==> src/rtl/lidar_packet_deframer_unit_macros.svh <==
// Assertion helpers for the deframer.
`ifndef LIDAR_PACKET_DEFRAMER_UNIT_MACROS_SVH
`define LIDAR_PACKET_DEFRAMER_UNIT_MACROS_SVH
// Implication checked on every rising clock edge outside reset.
`define LPD_ASSERT_IMP(label, clk, rst, ante, cons, msg) \
   label: assert property (@(posedge clk) disable iff (rst) (ante) |-> (cons)) else $error(msg);
// Next-cycle implication checked outside reset.
`define LPD_ASSERT_NEXT(label, clk, rst, ante, cons, msg) \
   label: assert property (@(posedge clk) disable iff (rst) (ante) |=> (cons)) else $error(msg);
`endif

==> src/rtl/lpd_pkg.sv <==
// ----------------------------------------------------------------------------
// lpd_pkg
// Types and constants shared by the packet deframer files.
// ----------------------------------------------------------------------------
`timescale 1ns / 1ps
package lpd_pkg;
   localparam int FRAME_BYTES      = 22;
   localparam int POINTS_PER_FRAME = 4;
   localparam logic [7:0] START_BYTE = 8'hFA;
   localparam logic [7:0] INDEX_LOW  = 8'hA0;
   localparam logic [7:0] INDEX_HIGH = 8'hF9;
   localparam logic [1:0] KIND_POINT = 2'd0;
   localparam logic [1:0] KIND_REV   = 2'd1;
   localparam logic [1:0] KIND_ERROR = 2'd2;
   localparam logic [1:0] CSR_MIN_REV   = 2'd0;
   localparam logic [1:0] CSR_WRAP_HIGH = 2'd1;
   localparam logic [1:0] CSR_WRAP_LOW  = 2'd2;
   localparam logic [1:0] CSR_RESERVED  = 2'd3;
   localparam int SAT16 = 65535;

   typedef struct packed {
      logic [1:0]  result_kind;
      logic [8:0]  point_index;
      logic        point_valid;
      logic [13:0] range_mm;
      logic [15:0] intensity;
      logic [15:0] speed_raw;
      logic [15:0] rev_avg_speed_raw;
      logic [15:0] rev_valid_points;
      logic [15:0] rev_packets;
      logic [31:0] error_total;
      logic        last;
   } rsp_type;

   // Request from the sequencer to the divider.
   typedef struct packed {
      logic        start;
      logic [31:0] dividend;
      logic [15:0] divisor;
   } div_req_type;

   typedef struct packed {
      logic        done;
      logic [15:0] quotient;
   } div_rsp_type;
endpackage

==> src/rtl/lpd_divider.sv <==
// ----------------------------------------------------------------------------
// lpd_divider
// Restoring divider, one quotient bit per cycle, 32 by 16 bits.
// ----------------------------------------------------------------------------
`timescale 1ns / 1ps
module lpd_divider import lpd_pkg::*; (
   input  logic        clock,
   input  logic        reset,
   input  div_req_type req,
   output div_rsp_type rsp
);
   logic [31:0] quo_ff, quo_in;
   logic [16:0] rem_ff, rem_in;
   logic [15:0] dvs_ff, dvs_in;
   logic [5:0]  cnt_ff, cnt_in;
   logic        busy_ff, busy_in;
   logic        done_ff, done_in;
   logic [16:0] trial;

   always_comb begin
      quo_in  = quo_ff;
      rem_in  = rem_ff;
      dvs_in  = dvs_ff;
      cnt_in  = cnt_ff;
      busy_in = busy_ff;
      done_in = 1'b0;
      trial   = {rem_ff[15:0], quo_ff[31]};
      if (req.start) begin
         quo_in  = req.dividend;
         rem_in  = '0;
         dvs_in  = req.divisor;
         cnt_in  = 6'd0;
         busy_in = 1'b1;
      end else if (busy_ff) begin
         if (trial >= {1'b0, dvs_ff}) begin
            rem_in = trial - {1'b0, dvs_ff};
            quo_in = {quo_ff[30:0], 1'b1};
         end else begin
            rem_in = trial;
            quo_in = {quo_ff[30:0], 1'b0};
         end
         cnt_in = cnt_ff + 6'd1;
         if (cnt_ff == 6'd31) begin
            busy_in = 1'b0;
            done_in = 1'b1;
         end
      end
   end

   always_ff @(posedge clock) begin
      quo_ff <= quo_in;
      rem_ff <= rem_in;
      dvs_ff <= dvs_in;
      cnt_ff <= cnt_in;
      if (reset) begin
         busy_ff <= 1'b0;
         done_ff <= 1'b0;
      end else begin
         busy_ff <= busy_in;
         done_ff <= done_in;
      end
   end

   // Average never exceeds the largest speed, so the low half suffices.
   assign rsp.done     = done_ff;
   assign rsp.quotient = quo_ff[15:0];
endmodule

==> config.mk <==
export PLATFORM = sky130hd
export DESIGN_NAME = lpd_divider
export DESIGN_NICKNAME = d
export VERILOG_FILES = /design/src/rtl/lidar_packet_deframer_unit_macros.svh /design/src/rtl/lpd_pkg.sv /design/src/rtl/lpd_divider.sv
export SDC_FILE = /design/constraint.sdc
export NUM_CORES = 1
export LEC_CHECK = 0
export BUFFER_PORTS_ARGS = -buffer_cell sky130_fd_sc_hd__clkbuf_2
export CAP_MARGIN = 20
export CORE_MARGIN = 4
export CORE_UTILIZATION = 56
export CTS_CLUSTER_SIZE = 25
export DETAILED_ROUTE_END_ITERATION = 16
export GPL_TIMING_DRIVEN = 0
export MAX_ROUTING_LAYER = met4
export PLACE_DENSITY = 0.91
export SLEW_MARGIN = 25
export SYNTH_ARGS = -nofsm -noshare
export SYNTH_HDL_FRONTEND = slang
export SYNTH_SLANG_ARGS = --single-unit
==> constraint.sdc <==
create_clock -name clock -period 2.7 [get_ports clock]
set_input_delay 0.27 -clock clock [delete_from_list [all_inputs] [get_ports clock]]
set_output_delay 0.27 -clock clock [all_outputs]
set_load 0.01 [all_outputs]
==> flow_metrics.tcl <==
set metrics [dict create \
    status "complete, no violations" \
    hp-start "req[4]" \
    power_mw 2.970 \
    synth_cell_types 54 \
    gp_congestion 0.8860 \
    clock_latency_ns 0.36 \
    rrSetupSlack_ns 0.04 \
    power.leakage_nw 1.991 \
    cts_made_buffers 9 \
    die-area_um2 8586 \
    async_flop_share_pct 0 \
    cp.required_ns 2.95 \
    setup.worst_path.start "dvs_ff[0]$_DFFE_PP_" \
    clk_path_buf_depth 2 \
    ir_worst_vdd_mv 0.4294 \
    cp-start-kind "flop" \
    cts_setup_buffers 0 \
    crit_end "rem_ff[12]$_SDFFE_PP0P_" \
    vias 3170 \
    antenna_found_initial 0 \
    io_pins 68 \
    endpoint_kind "flop" \
    layout_commonest_cell "clkbuf_2" \
    slew_violations 0 \
    reg2reg_depth 8 \
    synthMuxAreaShare_pct 9.196 \
    drive_gt1_share_pct 31.81 \
    synth_compound_area_share_pct 14.25 \
    gr-total-overflow 0 \
    period_needed_ns 2.656 \
    synthSimpleGateAreaFrac_pct 12.87 \
    worstReg2RegEnd "rem_ff[12]$_SDFFE_PP0P_" \
    fin_crit_sh_pct 98.38 \
    tritoncts "yes" \
    grt_start_max_net_pins 33 \
    cts_resized 0 \
    cts_root_buf "clkbuf_8" \
    powerDensity_nw_per_um2 630.2 \
    ys_warn_count 0 \
    hold_viol 0 \
    postRouteWirelength_mm 9.192 \
    synth-seq-cells 72 \
    clock.fmax_mhz 376.5 \
    rsz0062_at_grt "false" \
    diodes 0 \
    synth_fp_nets 445 \
    cpMostUsedCell "a21oi_1" \
    synthXorXnorAreaFrac_pct 2.837 \
    io_buffers 67 \
    r2r-start "dvs_ff[0]$_DFFE_PP_" \
    cts_sinks 72 \
    hp-class "in -> reg" \
    synth_top_family_by_area "compound AO/OA/AOI/OAI gates" \
    worstPathMaxFanout 4 \
    worst_slew_pin_slew_ns 0.7762 \
    crit_slowest_cell "edfxtp_1" \
    drtIter0Drc 306 \
    fin_nets 523 \
    finClkSkew_ns 0.01042 \
    synthFlopType "edfxtp_1" \
    initial_core_util_pct 58.43 \
    viasPerCell 5.712 \
    area_growth_pct 17.43 \
    slowest_delay_ns 0.41 \
    core_um2 6869 \
    drv_cap 0 \
    hpwl_mm 6.649 \
    firstDrtPassIters 4 \
    yosys.area_share.adder_pct 5.798 \
    synthCells 376 \
    crit_chain "ha_1, fa_1, nand2b_1, a21oi_1, a21oi_1, a2111oi_0, a311oi_1, o31ai_1" \
    syn_avg_cell_area_um2 10.68 \
    final_antenna_net_count 0 \
    crit_arrival_ns 2.91 \
    ys_seq_area_share_pct 47.88 \
    relSlewSlack_pct 48.26 \
    fin_setup_tns_ns 0 \
    worstSetupPathType "reg -> reg" \
    grt_usage_pct 22.35 \
    cts-hold-fix-buffers 0 \
    rows 30 \
    htreeDepth 3 \
    final_cell_mix "clkbuf_2 (67), edfxtp_1 (48), nand2_1 (35)" \
    grt_pass1_vias 3101 \
    die_h_um 92.66 \
    wl_per_cell_um 16.56 \
    clk_pin_slew_ns 0.08 \
    die_w_um 92.66 \
    setup_viol 0 \
    remaining_drc_errors 0 \
    netlist_area_um2 4014 \
    grt_pass1_wl_mm 14.76 \
    synth-edff-count 48 \
]
==> cell usage after synthesis (2+ instances only) <==
library cell	count	area [µm²]
or2_2	3	18.77
nand2_1	35	131.4
dfxtp_1	24	480.5
nor3_1	2	10.01
clkbuf_1	11	41.29
mux2i_1	2	20.02
o21a_1	2	15.01
and3_1	2	12.51
nand3_1	6	30.03
buf_2	2	10.01
nand4b_1	2	17.52
nand2b_1	8	50.05
edfxtp_1	48	1441
xor2_1	4	35.03
nand4_1	3	18.77
nor2_1	34	127.6
o31ai_1	5	37.54
buf_6	2	22.52
ha_1	17	212.7
buf_4	18	135.1
xnor2_1	9	78.83
a311oi_2	4	60.06
nor3b_1	4	30.03
o21ai_0	9	45.04
a21o_1	9	67.56
mux2_2	31	349.1
a21oi_1	22	110.1
a211o_1	3	26.28
a21boi_0	2	15.01
o21bai_1	2	15.01
inv_1	20	75.07
and2_1	4	25.02
a311oi_1	6	52.55
==> critical path: cells and delay by family, from the launching register on <==
kind            cells  cell delay, ns
simple gates        1            0.19
flops               1            0.41
fa+ha+maj           2            0.62
compound gates      5            1.31
==> final cells by class <==
type | count | area [µm²]
clock inverters | 6 | 116.4
fillers | 490 | 2156
well taps | 96 | 120.1
repair buffers | 67 | 335.3
clock buffers | 10 | 127.6
multi-input cells | 250 | 1804
inverters | 20 | 75.07
plain buffers | 34 | 212.7
flip-flops and latches | 72 | 1922
==> logic make-up after synthesis <==
logic type | count (synthesis)
AND/OR/NAND/NOR | 109
flip-flops | 72
buffers and inverters | 54
AO/OA/AOI/OAI | 77
adder cells (fa/ha/maj) | 18
multiplexers | 33
XOR/XNOR | 13
==> sequential cells by signal, summed over array words and instances, names as in the netlist <==
name and count:
busy_ff 1, cnt_ff 6, done_ff 1, dvs_ff 16, quo_ff 32, rem_ff 16
==> through the flow <==
step	instance area [µm²]	util, %	std cells	hold slack, ns	worst slack, ns
floorplan	4014	-	376	0.3424	0.5764
global placement	4469	65.06	539	0.4463	0.1312
detailed placement	4469	65.06	539	0.4486	0.06524
CTS	4713	68.62	555	0.08398	0.1398
global route	4713	68.62	555	0.08668	0.03614
finish	4713	68.62	555	0.08236	0.04376
==> routing by layer <==
metal | GRT usage, % | routed length [µm]
met1 | 27.81 | 3665
met2 | 37.34 | 4816
met3 | 2.356 | 509
met4 | 9.402 | 200
met5 | - | 0
==> how the worst min path moves through the flow <==
stage,end,slack (ns),depth (start not counted)
2_1_floorplan,busy_ff$_SDFF_PP0_,0.34,1
3_3_place_gp,dvs_ff[10]$_DFFE_PP_,0.45,1
3_5_place_dp,dvs_ff[4]$_DFFE_PP_,0.45,1
4_1_cts,dvs_ff[15]$_DFFE_PP_,0.08,1
5_1_grt,dvs_ff[1]$_DFFE_PP_,0.09,1
6_report,dvs_ff[4]$_DFFE_PP_,0.08,1
==> power by group <==
group	internal [mW]	leakage, nW	switching, mW
Sequential	1.28	0.675	0.0495
Clock	0.620	0.121	0.429
Combinational	0.269	1.19	0.319
Total	2.17	1.99	0.797
No activity file was read; power rests on OpenSTA's default activity.
